## config.mk

```make
export PLATFORM = sky130hd
export DESIGN_NAME = pkcs1_v15_unpad_stream_unit
export DESIGN_NICKNAME = d
export VERILOG_FILES = /design/src/pku_pkg.sv /design/src/pkcs1_v15_unpad_stream_unit.sv /design/src/pku_front.sv /design/src/pku_queue.sv /design/src/pku_back.sv
export SDC_FILE = /design/constraint.sdc
export NUM_CORES = 1
export LEC_CHECK = 0
export BUFFER_PORTS_ARGS = -buffer_cell sky130_fd_sc_hd__buf_2
export CAP_MARGIN = 20
export CORE_MARGIN = 2
export CORE_UTILIZATION = 42
export DETAILED_ROUTE_END_ITERATION = 10
export GPL_TIMING_DRIVEN = 0
export PLACE_DENSITY = 0.62
export SYNTH_ARGS = -nofsm -noshare
export SYNTH_HDL_FRONTEND = slang
export SYNTH_SLANG_ARGS = --single-unit
export TNS_END_PERCENT = 1
```

## constraint.sdc

```tcl
create_clock -name clk -period 4.1 [get_ports clk]
set_input_delay 0.41 -clock clk [delete_from_list [all_inputs] [get_ports clk]]
set_output_delay 0.41 -clock clk [all_outputs]
set_load 0.02 [all_outputs]
```

## src/pku_pkg.sv

```systemverilog
`default_nettype none

package pku_pkg;

  // Block size limit for the position counter
  localparam int BLOCK_BYTES = 512;
  localparam int POS_W       = $clog2(BLOCK_BYTES + 1);

  localparam int LEN_W       = 10;
  localparam logic [LEN_W-1:0] LEN_MAX     = '1;
  localparam logic [LEN_W-1:0] MAX_OUT_RST = LEN_W'(512);

  localparam logic [7:0] PAD_FILL = 8'hFF;

  // Queue between front and back
  localparam int QUEUE_DEPTH = 2;
  localparam int QPTR_W      = $clog2(QUEUE_DEPTH);
  localparam int QCNT_W      = $clog2(QUEUE_DEPTH + 1);

  // Parse phase, one-hot
  typedef enum logic [3:0] {
    PH_PREFIX = 4'b0001,
    PH_TYPE   = 4'b0010,
    PH_PAD    = 4'b0100,
    PH_DATA   = 4'b1000
  } phase_t;

  // Final status codes
  typedef enum logic [2:0] {
    ST_OK      = 3'd0,
    ST_SHORT   = 3'd1,
    ST_PREFIX  = 3'd2,
    ST_TYPE    = 3'd3,
    ST_NOSTART = 3'd4,
    ST_LONG    = 3'd5
  } status_t;

  // Block type codes
  localparam logic [1:0] BT_ZERO = 2'd0;
  localparam logic [1:0] BT_ONE  = 2'd1;

  // Classified result record handed from front to back
  typedef struct packed {
    logic [7:0]       data;
    logic             send;
    logic             last;
    status_t          status;
    logic [LEN_W-1:0] len;
    logic             irr;
  } rec_t;

endpackage

`default_nettype wire

```

## src/pkcs1_v15_unpad_stream_unit.sv

```systemverilog
`default_nettype none
// A result is stored in a queue entry and then loaded into the output register.
// Throughput: one byte per cycle while the queue has space; a two-entry queue and the output register absorb stalls.
// Bytes that produce no result (prefix, type, padding) are still consumed but not pushed to the queue.
// Reset (rst, synchronous, active high) clears parse state and queue and sets the
// output length limit to 512.

module pkcs1_v15_unpad_stream_unit import pku_pkg::*; (
  input  wire logic             clk,
  input  wire logic             rst,
  input  wire logic             in_valid,
  output logic                  in_ready,
  input  wire logic [7:0]       in_byte,
  input  wire logic             in_last,
  input  wire logic             cfg_valid,
  output logic                  cfg_ready,
  input  wire logic [LEN_W-1:0] cfg_data,
  output logic                  res_valid,
  input  wire logic             res_ready,
  output logic [7:0]            out_byte,
  output logic                  out_valid,
  output logic                  done_res,
  output logic [2:0]            final_status,
  output logic [LEN_W-1:0]      payload_len,
  output logic                  pad_irregular
);

  logic q_space, q_push, q_pop, q_avail;
  rec_t push_rec, pop_rec;

  pku_front u_front (
    .clk       (clk),
    .rst       (rst),
    .in_valid  (in_valid),
    .in_ready  (in_ready),
    .in_byte   (in_byte),
    .in_last   (in_last),
    .cfg_valid (cfg_valid),
    .cfg_ready (cfg_ready),
    .cfg_data  (cfg_data),
    .q_space   (q_space),
    .q_push    (q_push),
    .q_rec     (push_rec)
  );

  pku_queue u_queue (
    .clk      (clk),
    .rst      (rst),
    .push     (q_push),
    .push_rec (push_rec),
    .space    (q_space),
    .pop      (q_pop),
    .avail    (q_avail),
    .pop_rec  (pop_rec)
  );

  pku_back u_back (
    .clk           (clk),
    .rst           (rst),
    .q_avail       (q_avail),
    .q_rec         (pop_rec),
    .q_pop         (q_pop),
    .res_valid     (res_valid),
    .res_ready     (res_ready),
    .out_byte      (out_byte),
    .out_valid     (out_valid),
    .done_res      (done_res),
    .final_status  (final_status),
    .payload_len   (payload_len),
    .pad_irregular (pad_irregular)
  );

endmodule

`default_nettype wire

```

## src/pku_front.sv

```systemverilog
`default_nettype none

module pku_front import pku_pkg::*; (
  input  wire logic             clk,
  input  wire logic             rst,
  input  wire logic             in_valid,
  output logic                  in_ready,
  input  wire logic [7:0]       in_byte,
  input  wire logic             in_last,
  input  wire logic             cfg_valid,
  output logic                  cfg_ready,
  input  wire logic [LEN_W-1:0] cfg_data,
  input  wire logic             q_space,
  output logic                  q_push,
  output rec_t                  q_rec
);

  logic [POS_W-1:0] byte_position, byte_position_next;
  phase_t           phase, phase_next;
  logic [1:0]       block_type, block_type_next;
  status_t          error_code, error_code_next;
  logic [LEN_W-1:0] payload_count, payload_count_next;
  logic             irregular_flag, irregular_flag_next;
  logic [LEN_W-1:0] max_out_len;

  logic    take, send, short_block, accept;
  status_t err_t;

  assign in_ready  = q_space;
  assign cfg_ready = 1'b1;
  assign accept    = in_valid && in_ready;

  // Classify one byte and compute the next parse state
  always_comb begin
    phase_next          = phase;
    block_type_next     = block_type;
    err_t               = error_code;
    payload_count_next  = payload_count;
    irregular_flag_next = irregular_flag;
    take                = 1'b0;
    send                = 1'b0;

    case (phase)
      PH_PREFIX: begin
        if (in_byte != 8'd0 && err_t == ST_OK) err_t = ST_PREFIX;
        phase_next = PH_TYPE;
      end
      PH_TYPE: begin
        if (in_byte > 8'd2) begin
          if (err_t == ST_OK) err_t = ST_TYPE;
        end else begin
          block_type_next = in_byte[1:0];
        end
        phase_next = PH_PAD;
      end
      PH_PAD: begin
        if (error_code == ST_OK) begin
          if (block_type == BT_ZERO) begin
            if (in_byte != 8'd0) begin
              phase_next = PH_DATA;
              take       = 1'b1;
            end
          end else begin
            if (block_type == BT_ONE && in_byte != 8'd0 && in_byte != PAD_FILL)
              irregular_flag_next = 1'b1;
            if (in_byte == 8'd0) phase_next = PH_DATA;
          end
        end
      end
      PH_DATA: take = 1'b1;
      default: phase_next = PH_PREFIX;
    endcase

    // Count a payload byte; send it only while no error stands
    if (take && (error_code == ST_OK || error_code == ST_LONG)) begin
      if (payload_count >= max_out_len && err_t == ST_OK) err_t = ST_LONG;
      if (payload_count != LEN_MAX) payload_count_next = payload_count + LEN_W'(1);
      send = (err_t == ST_OK);
    end
    error_code_next = err_t;

    short_block = in_last && (byte_position < POS_W'(2));
    byte_position_next = byte_position;
    if (byte_position < POS_W'(BLOCK_BYTES))
      byte_position_next = byte_position + POS_W'(1);
  end

  // Build the record for the queue
  always_comb begin
    q_rec.data   = in_byte;
    q_rec.send   = send;
    q_rec.last   = in_last;
    q_rec.irr    = irregular_flag_next;
    q_rec.len    = short_block ? '0 : payload_count_next;
    if (short_block)
      q_rec.status = ST_SHORT;
    else if (err_t == ST_OK && phase_next != PH_DATA)
      q_rec.status = ST_NOSTART;
    else
      q_rec.status = err_t;
    q_push = accept && (send || in_last);
  end

  // Advance state on each input transfer; clear at block end
  always_ff @(posedge clk) begin
    if (rst) begin
      byte_position  <= '0;
      phase          <= PH_PREFIX;
      block_type     <= BT_ZERO;
      error_code     <= ST_OK;
      payload_count  <= '0;
      irregular_flag <= 1'b0;
    end else if (accept) begin
      if (in_last) begin
        byte_position  <= '0;
        phase          <= PH_PREFIX;
        block_type     <= BT_ZERO;
        error_code     <= ST_OK;
        payload_count  <= '0;
        irregular_flag <= 1'b0;
      end else begin
        byte_position  <= byte_position_next;
        phase          <= phase_next;
        block_type     <= block_type_next;
        error_code     <= error_code_next;
        payload_count  <= payload_count_next;
        irregular_flag <= irregular_flag_next;
      end
    end
  end

  // Hold the output length limit
  always_ff @(posedge clk) begin
    if (rst) begin
      max_out_len <= MAX_OUT_RST;
    end else if (cfg_valid && cfg_ready) begin
      max_out_len <= cfg_data;
    end
  end

endmodule

`default_nettype wire

```

## src/pku_queue.sv

```systemverilog
`default_nettype none

module pku_queue import pku_pkg::*; (
  input  wire logic clk,
  input  wire logic rst,
  input  wire logic push,
  input  wire rec_t push_rec,
  output logic      space,
  input  wire logic pop,
  output logic      avail,
  output rec_t      pop_rec
);

  rec_t              entries [QUEUE_DEPTH];
  logic [QPTR_W-1:0] wr_ptr, rd_ptr;
  logic [QCNT_W-1:0] count;

  assign space   = (count != QCNT_W'(QUEUE_DEPTH));
  assign avail   = (count != '0);
  assign pop_rec = entries[rd_ptr];

  // Store records
  always_ff @(posedge clk) begin
    if (push) entries[wr_ptr] <= push_rec;
  end

  // Advance pointers and fill count
  always_ff @(posedge clk) begin
    if (rst) begin
      wr_ptr <= '0;
      rd_ptr <= '0;
      count  <= '0;
    end else begin
      if (push) begin
        wr_ptr <= (wr_ptr == QPTR_W'(QUEUE_DEPTH - 1)) ? '0 : wr_ptr + QPTR_W'(1);
      end
      if (pop) begin
        rd_ptr <= (rd_ptr == QPTR_W'(QUEUE_DEPTH - 1)) ? '0 : rd_ptr + QPTR_W'(1);
      end
      case ({push, pop})
        2'b10:   count <= count + QCNT_W'(1);
        2'b01:   count <= count - QCNT_W'(1);
        default: count <= count;
      endcase
    end
  end

endmodule

`default_nettype wire

```

## src/pku_back.sv

```systemverilog
`default_nettype none

module pku_back import pku_pkg::*; (
  input  wire logic             clk,
  input  wire logic             rst,
  input  wire logic             q_avail,
  input  wire rec_t             q_rec,
  output logic                  q_pop,
  output logic                  res_valid,
  input  wire logic             res_ready,
  output logic [7:0]            out_byte,
  output logic                  out_valid,
  output logic                  done_res,
  output logic [2:0]            final_status,
  output logic [LEN_W-1:0]      payload_len,
  output logic                  pad_irregular
);

  logic load;

  assign load  = q_avail && (!res_valid || res_ready);
  assign q_pop = load;

  // Track output register occupancy
  always_ff @(posedge clk) begin
    if (rst) begin
      res_valid <= 1'b0;
    end else if (load) begin
      res_valid <= 1'b1;
    end else if (res_ready) begin
      res_valid <= 1'b0;
    end
  end

  // Format the result; zero the fields that do not apply
  always_ff @(posedge clk) begin
    if (load) begin
      out_byte      <= q_rec.send ? q_rec.data : 8'd0;
      out_valid     <= q_rec.send;
      done_res      <= q_rec.last;
      final_status  <= q_rec.last ? q_rec.status : ST_OK;
      payload_len   <= q_rec.last ? q_rec.len : '0;
      pad_irregular <= q_rec.last && q_rec.irr;
    end
  end

endmodule

`default_nettype wire
```

After elaboration in Yosys (flattened, before gate mapping)
Memories as Yosys holds them, arrays and structs flattened. A register that Yosys moved wholly into a read port is not among the register bits.
Cells that the tools add are included.
W data, S select, Z words.
{"block": "op_classes", "addsub": 6, "n_lt_le_gt_ge": 4, "eq_ne": 13, "muxes": 44, "reduce_logical": 29}
{"operator": "$mux W10", "n": 6}
{"operator": "$mux W3", "n": 9}
{"operator": "$add A10 B1 Y10 const B", "n": 2}
{"operator": "$mux W4", "n": 5}
{"operator": "$mux W1", "n": 17}
{"operator": "$pmux W4 S4", "n": 1}
{"operator": "$logic_not A3 Y1", "n": 4}
{"operator": "$logic_and A1 B1 Y1", "n": 11}
{"operator": "$ge A10 B10 Y1", "n": 1}
{"operator": "$lt A10 B10 Y1 const B", "n": 1}
{"operator": "$lt A10 B2 Y1 const B", "n": 1}
{"operator": "$ne A10 B10 Y1 const B", "n": 1}
{"operator": "$reduce_bool A2 Y1", "n": 5}
{"operator": "$gt A8 B2 Y1 const B", "n": 1}
{"operator": "$logic_not A8 Y1", "n": 1}
{"operator": "$ne A8 B8 Y1 const B", "n": 1}
{"operator": "$reduce_bool A8 Y1", "n": 1}
{"operator": "$mux W2", "n": 3}
{"operator": "$pmux W3 S2", "n": 1}
{"operator": "$eq A2 B1 Y1 const B", "n": 2}
{"operator": "$eq A4 B1 Y1 const B", "n": 1}
{"operator": "$eq A4 B2 Y1 const B", "n": 1}
{"operator": "$eq A4 B3 Y1 const B", "n": 1}
{"operator": "$eq A4 B4 Y1 const B", "n": 1}
{"operator": "other kinds (14)", "n": 18}
{"block": "totals", "regBits": 69, "mem_bits_rw": 48, "n_memories": 1}
{"name": "u_queue.entries", "words": 2, "word_bits": 24, "rd": 1, "rd_clocked_by_memory_dff": 1, "wr": 1, "line_no": "pku_queue.sv:14", "text": "rec_t entries [QUEUE_DEPTH];"}

Longest topological paths before layout
Gate-level depths: netlist of the first run.
{"block": "depth", "word_depth": 14, "ltp_mapped": 11, "ltp_nobuf": 11}

Cells and area by module
Synthesis of the first run repeated with hierarchy kept, for this count alone.
{"block": "unflattened", "cells_unflattened": 473, "area_unflattened_um2": 5491.5}
{"mod": "pku_front", "n_inst": 1, "cells_each": 324, "area_each_um2": 2636.3}
{"mod": "pku_queue", "n_inst": 1, "cells_each": 97, "area_each_um2": 1931.9}
{"mod": "pku_back", "n_inst": 1, "cells_each": 52, "area_each_um2": 923.4}

Least setup slack after synthesis of the first run
Ideal clock, no wire load.
{"block": "synth_timing", "path_type": "reg-to-reg", "start": "register u_queue.count[0]", "end": "memory u_queue.entries[0][0] in the netlist's numbering, enable pin", "setup_ps": 405, "arrival_ps": 2828, "setup_slack_ps": 867, "stages_incl_launch_ff": 8, "n_path_buf": 1, "synth_period_minus_slack_ps": 3233, "cell_sequence": "dfxtp_1 nand2b_1 clkbuf_1 nand2_1 or3_1 o31ai_1 inv_1 nor2_1"}
{"block": "synth_between", "elab_chain_cells": 5}
{"element": "start, declared", "line_no": "pku_queue.sv:16", "text": "logic [QCNT_W-1:0] count;"}
{"element": "start signal, assigned", "line_no": "pku_queue.sv:41", "text": "2'b10: count <= count + QCNT_W'(1);"}
{"element": "start signal, assigned", "line_no": "pku_queue.sv:42", "text": "2'b01: count <= count - QCNT_W'(1);"}
{"element": "start signal, assigned", "line_no": "pku_queue.sv:43", "text": "default: count <= count;"}
{"element": "$ne A2 B2 Y1", "line_no": "pku_queue.sv:18", "text": "assign space = (count != QCNT_W'(QUEUE_DEPTH));"}
{"element": "net in_ready", "line_no": "pkcs1_v15_unpad_stream_unit.sv:12", "text": "output logic in_ready,"}
{"element": "$logic_and A1 B1 Y1", "line_no": "pku_front.sv:31", "text": "assign accept = in_valid && in_ready;"}
{"element": "$logic_and A1 B1 Y1", "line_no": "pku_front.sv:101", "text": "q_push = accept && (send || in_last);"}
{"element": "$mux W1", "line_no": "pku_queue.sv:24", "text": "if (push) entries[wr_ptr] <= push_rec;"}
{"element": "$mux W1 (implied by the code)", "line_no": "pku_queue.sv:24"}
{"element": "end, declared", "line_no": "pku_queue.sv:14"}
The timed path passes the listed nets, and every way through them passes these cells.

Worst setup path after layout of the first run
{"block": "layout_timing", "start": "register u_queue.count[0]", "end": "register u_queue.count[1]"}
{"block": "layout_between", "elab_chain_cells": 5, "elab_cells_between_ends": 11, "classes_between": "add/sub: 2; eq/ne: 3; mux: 1; reduce/logical: 5"}
{"element": "$ne A2 B2 Y1", "line_no": "pku_queue.sv:18"}
{"element": "$logic_and A1 B1 Y1", "line_no": "pku_front.sv:31"}
{"element": "$logic_and A1 B1 Y1", "line_no": "pku_front.sv:101"}
{"element": "$eq A2 B1 Y1 / $eq A2 B2 Y1 (equally long branches)", "line_no": "pku_queue.sv:40", "text": "case ({push, pop})"}
{"element": "$pmux W2 S2 / $reduce_bool A2 Y1 (equally long branches)"}
Parallel ways exist; a longest one is shown, timed or not.
A chain may end at the register's enable or synchronous reset.

==> summary.txt, run 1 <==
Power
  • Total power: ~3.7 mW
  • Comb pwr share: 19.1%
  • PD cells: 577 nW/um^2
  • Net Switching: approximately 1.0 mW
  • Switching Fraction: 27.0%
  • Sequential power share: 41.0%
  • Int Power: approximately 2.7 mW
  • Leakage: 2.37 nW
  • Peak VDD IR: around 220 uV
  • Clk pwr share: between 30% and 40%

Timing
  • Worst slew pin tran: 1.11 ns
  • Period utilisation layout: 75.7%
  • Min Hold Slack: between 0.2 and 0.25 ns
  • Max Fclk: approximately 320 MHz
  • Fin crit period: slightly above 3 ns
  • Setup TNS: 0 ns
  • Clk_skew: 0.0157 ns
  • Final setup fails: 0
  • Max Slew Vio Count: 0
  • Slew HR: 25.7%
  • Final Hold Fails: 0
  • RSZ-0062 raised after global routing: false
  • Final setup margin: between 0.9 and 1 ns

Yosys
  • Yosys warns: 0
  • Synthesized instance count: 488
  • Mapped Nets: approximately 530
  • Post-synth EDFFs: about 70
  • Number of synthesized register bits: 118
  • Post-synth top flop: edfxtp_1
  • Post-Synth Simple-Gate Area: 15.8%
  • Compound-cell area share of the yosys netlist: 11.5%
  • Mapped Area: 5350 um^2
  • FFs w/ async S/R, synth: 0%
  • Sequential share of the synthesized area: 57.6%
  • Adder-Cell Fraction of Synth Area: 3.04%
  • Syn avg cell area: 11.0 um^2
  • Mux cell area share after synthesis: around 6.4%
  • Post-synth cell types: between 50 and 60
  • Largest family of logic cells by synthesized area: simple AND/OR/NAND/NOR gates
  • Xor/xnor share of the synthesized area: ~1.8%

Detailed routing
  • Via density: around 5.3
  • WL/cell: 15.1 um
  • DRT Pass-1 Iters: 4
  • Post-route DRC: 0
  • Routed WL: 11.3 mm
  • Drt initial violations: between 300 and 400
  • Routed Antenna Nets: 0
  • Via count: 3,970

Global routing
  • GRT overflow: 0
  • Largest net degree at the start of global routing: 27
  • Vias in the first global route: between 3,000 and 4,000
  • First-pass GRT wire length: between 15 and 20 mm
  • Global Route Usage Sum: 18.2%
  • Initial antenna violation count: 0

Setup path
  • R2R depth: 9
  • CP Max Fanout: 9
  • CP startpoint kind: register
  • Reg2reg setup slack: roughly 1 ns
  • Crit path required time: 4.45 ns
  • Worst R2R End: u_queue.count[1]$_SDFFE_PP0P_
  • Critical R2R Launch: u_queue.count[0]$_SDFFE_PP0P_
  • CP Capture Type: register
  • Critical path type: reg2reg
  • Crit path DAT: 3.45 ns

Final layout
  • Final Cell Area: 6490 um^2
  • Share of cells above drive strength 1: roughly 16%
  • Fin nets: 596
  • Most frequent cells in the layout: edfxtp_1 (72), nor2_1 (62), buf_2 (50)
  • Commonest non-fill, non-tap cell in the layout: edfxtp_1
  • Number of antenna diodes: 0
  • Syn-to-layout area delta: 21.3%

Placement
  • Gpl congestion: 0.889
  • DP Worst Slack: 0.667 ns
  • Placed Instance Area: just under 6000 um^2
  • DP HPWL: 7.96 mm
  • Port-buffer cells: 48

Floorplan
  • Die span in y: around 120 um
  • Cell Rows: 41
  • # IOs: slightly above 50
  • Core Area: 12,500 um^2
  • Die W: between 100 and 150 um
  • Die ar.: 13,700 um^2
  • Starting Density: between 40 and 50%

Worst hold path
  • WHS Path Cells: 1
  • Hold_sp: in_last
  • Worst Hold Path EP: u_queue.entries[0][14]$_DFFE_PP_
  • Class of the worst hold path: in2reg

Status
  • Status: finished clean

Clocking
  • Post-cts hold buffer count: 0
  • CTS sink cnt: roughly 120
  • Root Driver: clkbuf_16
  • CTS H-tree lvls: 4
  • Clock transition at path regs: 0.05 ns
  • TritonCTS buffer count: 17
  • Skew-Pair Late Insertion Delay: 0.42 ns
  • CTS tree: built
  • CTS Buffer Depth: 2
  • Post-cts repair resize count: 0
  • Total setup buffers inserted after CTS: 0

Flow run
  • Max-Cap Viols: 0
[power by group through the flow]
stage / clock [mW] / sequential, mW / combinational, mW
4_1_cts: 1.52 / 1.54 / 0.690
5_1_grt: 1.58 / 1.55 / 0.786
3_3_place_gp: 0 / 1.56 / 0.678
6_report: 1.49 / 1.53 / 0.715
3_5_place_dp: 0 / 1.56 / 0.688
2_1_floorplan: 0 / 1.71 / 0.317
[flip-flops by register name (all words and copies together) (netlist names), named ones only]
register,cells
u_back.res_valid,1
u_back.out_valid,1
u_back.payload_len,10
u_back.out_byte,8
u_queue.entries,48
u_back.done_res,1
u_front.block_type,2
u_back.final_status,3
u_back.pad_irregular,1
u_front.byte_position,10
u_queue.count,2
u_queue.rd_ptr,1
u_front.max_out_len,10
u_front.phase,4
u_front.error_code,3
u_front.payload_count,10
u_front.irregular_flag,1
u_queue.wr_ptr,1
[cells by family after synthesis]
kind of cell	count (synthesis)
AOI/OAI and AO/OA	92
buffers and inverters	51
muxes	34
xor gates and xnor gates	11
adders and majority gates	13
and+or+nand+nor	168
other	1
DFF	118
[critical path, cell delays in order, from the launching register on]
cell and delay (ns):
dfxtp_1 0.41, nand2b_1 0.13, clkbuf_1 0.31, nand2_1 0.36, or3_1 0.44, o31ai_1 0.39, inv_1 0.14, ha_1 0.34
or3_1 0.38, a21oi_1 0.14
[worst max-delay path by stage]
stage                                              from                              end  slack, ns  cells past startpoint
after floorplan           u_queue.count[0]$_SDFFE_PP0P_  u_queue.entries[0][0]$_DFFE_PP_       0.87                      7
after global placement    u_queue.count[0]$_SDFFE_PP0P_  u_queue.entries[0][8]$_DFFE_PP_      -0.06                      7
after detailed placement                        in_last  u_queue.entries[0][3]$_DFFE_PP_       0.67                      7
after CTS                 u_queue.count[0]$_SDFFE_PP0P_  u_queue.entries[1][5]$_DFFE_PP_       0.70                      6
after global routing      u_queue.count[0]$_SDFFE_PP0P_  u_queue.entries[0][0]$_DFFE_PP_       0.81                      8
final                     u_queue.count[0]$_SDFFE_PP0P_    u_queue.count[1]$_SDFFE_PP0P_        1.0                      9
[metrics by stage]
stage	cells	util, %
5_1_grt	744	51.8
3_5_place_dp	709	46.5
6_report	744	51.8
2_1_floorplan	488	-
4_1_cts	741	51.4
3_3_place_gp	708	46.4
[layout make-up]
| type | instances | area, um^2 |
|---|---|---|
| Sequential cell | 118 | 3080 |
| Timing Repair Buffer | 52 | 315 |
| Clock inverter | 9 | 126 |
| Inverter | 28 | 105 |
| Clock buffer | 23 | 478 |
| Buffer | 23 | 100 |
| Multi-Input combinational cell | 319 | 2070 |
| Tap cell | 172 | 215 |
| Fill cell | 1142 | 6030 |
[routing by layer]
layer / track usage [%] / vias to the layer above / share of wire (%)
met5: 0 / - / 0
li1: - / 1955 / -
met4: 9.02 / 0 / 2.5
met3: 4.89 / 25 / 5.8
met2: 28.5 / 114 / 47
met1: 23.5 / 1876 / 45
[synthesized netlist by cell type, types with 3 or more instances]
| master | n | area, um^2 |
|---|---|---|
| nand4_1 | 9 | 56.3 |
| a211oi_1 | 6 | 45.0 |
| o31ai_1 | 3 | 22.5 |
| nor2b_1 | 4 | 25.0 |
| nor4_1 | 6 | 37.5 |
| edfxtp_1 | 72 | 2160 |
| ha_1 | 13 | 163 |
| a31oi_1 | 9 | 56.3 |
| a311oi_1 | 3 | 26.3 |
| nand2_1 | 25 | 93.8 |
| xnor2_1 | 9 | 78.8 |
| and3_1 | 3 | 18.8 |
| nand3_1 | 11 | 55.1 |
| nor3_1 | 8 | 40.0 |
| and4_1 | 3 | 26.3 |
| o21ai_0 | 15 | 75.1 |
| or3_1 | 11 | 68.8 |
| buf_1 | 3 | 11.3 |
| a21oi_1 | 26 | 130 |
| o211ai_1 | 7 | 52.6 |
| nand2b_1 | 6 | 37.5 |
| nor3b_1 | 3 | 22.5 |
| and2_1 | 3 | 18.8 |
| nor2_1 | 63 | 236 |
| or4_1 | 7 | 52.6 |
| clkbuf_1 | 16 | 60.1 |
| mux2i_1 | 33 | 330 |
| dfxtp_1 | 46 | 921 |
| inv_1 | 28 | 105 |
Power figures use the tool's default switching activity.
==> inputs of run 2 (changes only) <==
Settings changed: PLACE_DENSITY 0.62 to 0.64.
Clock period 4.1 ns to 2.6 ns, I/O delays scaled along.
==> run 2 against run 1 <==
  * The flow now finishes with violations (setup timing)
  * Count of clock-buffer cells in the layout is 2 lower
  * Flip-flop and latch count stayed put
  * Critical path depth is 2 lower
  * Critical path type unchanged
  * Largest cell class unchanged
==> summary.txt, run 2 (synthesized netlist as in run 1, its figures left out) <==
Timing
  • Max Slew Vio Count: 0
  • Final setup margin: -0.0948 ns
  • Clk_skew: 0.00968 ns
  • Worst slew pin tran: slightly above 0.8 ns
  • Slew HR: 44.1%
  • Min Hold Slack: 0.0625 ns
  • Fin crit period: 2.69 ns
  • Max Fclk: around 370 MHz
  • Final Hold Fails: 0
  • RSZ-0062 raised after global routing: true
  • Period utilisation layout: 104%
  • Setup TNS: -0.878 ns
  • Final setup fails: 26

Power
  • Comb pwr share: 19.2%
  • Net Switching: 1.60 mW
  • PD cells: 900 nW/um^2
  • Sequential power share: 40.9%
  • Leakage: 2.39 nW
  • Clk pwr share: approximately 40%
  • Peak VDD IR: 463 uV
  • Int Power: 4.33 mW
  • Switching Fraction: 27.0%

Global routing
  • Vias in the first global route: 3,824
  • Largest net degree at the start of global routing: 27
  • First-pass GRT wire length: approximately 19 mm
  • Initial antenna violation count: 0
  • GRT overflow: 0
  • Global Route Usage Sum: 18.3%

Floorplan
  • Die ar.: approximately 14,000 um^2
  • Core Area: around 13,000 um^2
  • # IOs: 51
  • Die span in y: around 120 um
  • Cell Rows: 41
  • Starting Density: 42.8%
  • Die W: 117 um

Detailed routing
  • Via density: between 5 and 6
  • DRT Pass-1 Iters: 7
  • Drt initial violations: 251
  • Post-route DRC: 0
  • Routed WL: 11.6 mm
  • WL/cell: 15.6 um
  • Via count: 3,992
  • Routed Antenna Nets: 0

Setup path
  • Crit-path max cell delay: 0.51 ns
  • Critical R2R Launch: u_front.phase[1]$_SDFFE_PP0P_
  • Crit path required time: about 3 ns
  • Critical-path cell list: buf_6, or4b_4, a2111o_1, a2111o_1, buf_6, or4_4, a31oi_2
  • Worst setup startpoint: u_front.phase[1]$_SDFFE_PP0P_
  • Reg2reg setup slack: -0.09 ns
  • CP Capture Type: register
  • Critical path type: reg2reg
  • CP startpoint kind: register
  • Crit path max-delay family: compound AO/OA/AOI/OAI gates
  • CP Max Fanout: 10
  • Slowest CP cell: a2111o_1
  • R2R depth: 7
  • Worst R2R End: u_front.payload_count[7]$_SDFFE_PP0P_
  • Crit path DAT: 3.02 ns
  • Crit path buf inv count: 2

Clocking
  • Post-cts hold buffer count: 0
  • Root Driver: clkbuf_16
  • CTS H-tree lvls: 4
  • CTS sink cnt: 118
  • TritonCTS buffer count: 17
  • Clock transition at path regs: 0.05 ns
  • Skew-Pair Late Insertion Delay: 0.41 ns
  • CTS tree: built
  • CTS Buffer Depth: 2

Status
  • Failing checks: setup timing
  • Status: finished with violations

Placement
  • DP HPWL: 8.09 mm
  • Placed Instance Area: a little under 6000 um^2
  • Gpl congestion: 0.851
  • Port-buffer cells: 48
  • Dpl cells: 708

Worst hold path
  • WHS Path Cells: 1
  • Class of the worst hold path: in2reg
  • Hold_sp: in_last
  • Worst Hold Path EP: u_queue.entries[0][14]$_DFFE_PP_

Final layout
  • Max FFs per register: 48
  • Share of cells above drive strength 1: 20.4%
  • Seq. cell area: 3090 um^2
  • Multi-input logic area: around 2200 um^2
  • Fin nets: 597
  • Number of antenna diodes: 0
  • Reg with most FFs: u_queue.entries
  • Commonest non-fill, non-tap cell in the layout: edfxtp_1
  • Most frequent cells in the layout: edfxtp_1 (72), nor2_1 (62), buf_2 (49)
  • Finished Layout Cells: 745
  • Syn-to-layout area delta: 23.0%
  • Fill cells: 1,132
  • Final Cell Area: ~6600 um^2

Flow run
  • Max-Cap Viols: 0
-- run 2: cell count changes in the layout (fill, tap and decap cells not counted), sizes merged --
| cell | previous run | this run |
|---|---|---|
| buf | 58 | 60 |
| bufinv | 3 | 4 |
| clkbuf | 40 | 36 |
| clkinv | 5 | 6 |
| nor2 | 63 | 64 |
-- run 2: worst reg2reg max path: stages, from the launching register on --
cell	delay, ns
dfxtp_1	0.30
buf_6	0.13
or4b_4	0.50
a2111o_1	0.39
a2111o_1	0.51
buf_6	0.15
or4_4	0.47
a31oi_2	0.18
-- run 2: layer usage --
| layer | GRT usage [%] | up-vias | wire length [um] |
|---|---|---|---|
| li1 | - | 1964 | - |
| met1 | 22.5 | 1877 | 5330 |
| met4 | 9.73 | 0 | 320 |
| met5 | 0 | - | 0 |
| met3 | 4.58 | 21 | 597 |
| met2 | 29.7 | 130 | 5370 |
-- run 2: power by group through the flow --
stage          logic (mW)  registers (mW)  clock network (mW)
3_5_place_dp         1.08            2.46                   0
4_1_cts              1.09            2.43                2.40
5_1_grt              1.25            2.46                2.49
6_report             1.14            2.42                2.37
3_3_place_gp         1.06            2.45                   0
2_1_floorplan       0.502            2.70                   0
-- run 2: worst max path at each step --
stage                                       endpoint  slack (ns)  cells past startpoint
2_1_floorplan          u_queue.count[1]$_SDFFE_PP0P_        -0.1                      9
3_3_place_gp         u_queue.entries[0][3]$_DFFE_PP_       -0.59                      7
3_5_place_dp         u_queue.entries[0][3]$_DFFE_PP_       -0.62                      7
4_1_cts                u_queue.count[1]$_SDFFE_PP0P_       -0.12                      9
5_1_grt                u_queue.count[1]$_SDFFE_PP0P_       -0.18                     10
6_report       u_front.payload_count[7]$_SDFFE_PP0P_       -0.09                      7
-- run 2: area by class of cell --
cell class                 instances  share of cell area [%]
buffer                            20                    1.60
clock buffer                      21                    6.69
clock inverter                    11                    2.39
inverter                          28                    1.60
multi-input combinational        320                    32.8
sequential                       118                    46.9
tap                              172                    3.27
timing repair buffer              55                    4.68
-- run 2: metrics by stage --
stage               utilization (%)  worst slack (ns)  power [mW]
floorplan                         -           -0.0958        3.20
global placement               46.5            -0.591        3.52
detailed placement             46.5            -0.621        3.54
CTS                            51.8            -0.124        5.92
global route                   52.6            -0.177        6.20
finish                         52.6           -0.0948        5.93
-- run 2: repair_timing --
item | in CTS | in global routing
setup endpoints to repair | 77 | 79
setup buffers | 1 | 3
gates resized for setup | 20 | 14
gates cloned | 1 | 1
pin swaps | 11 | 8
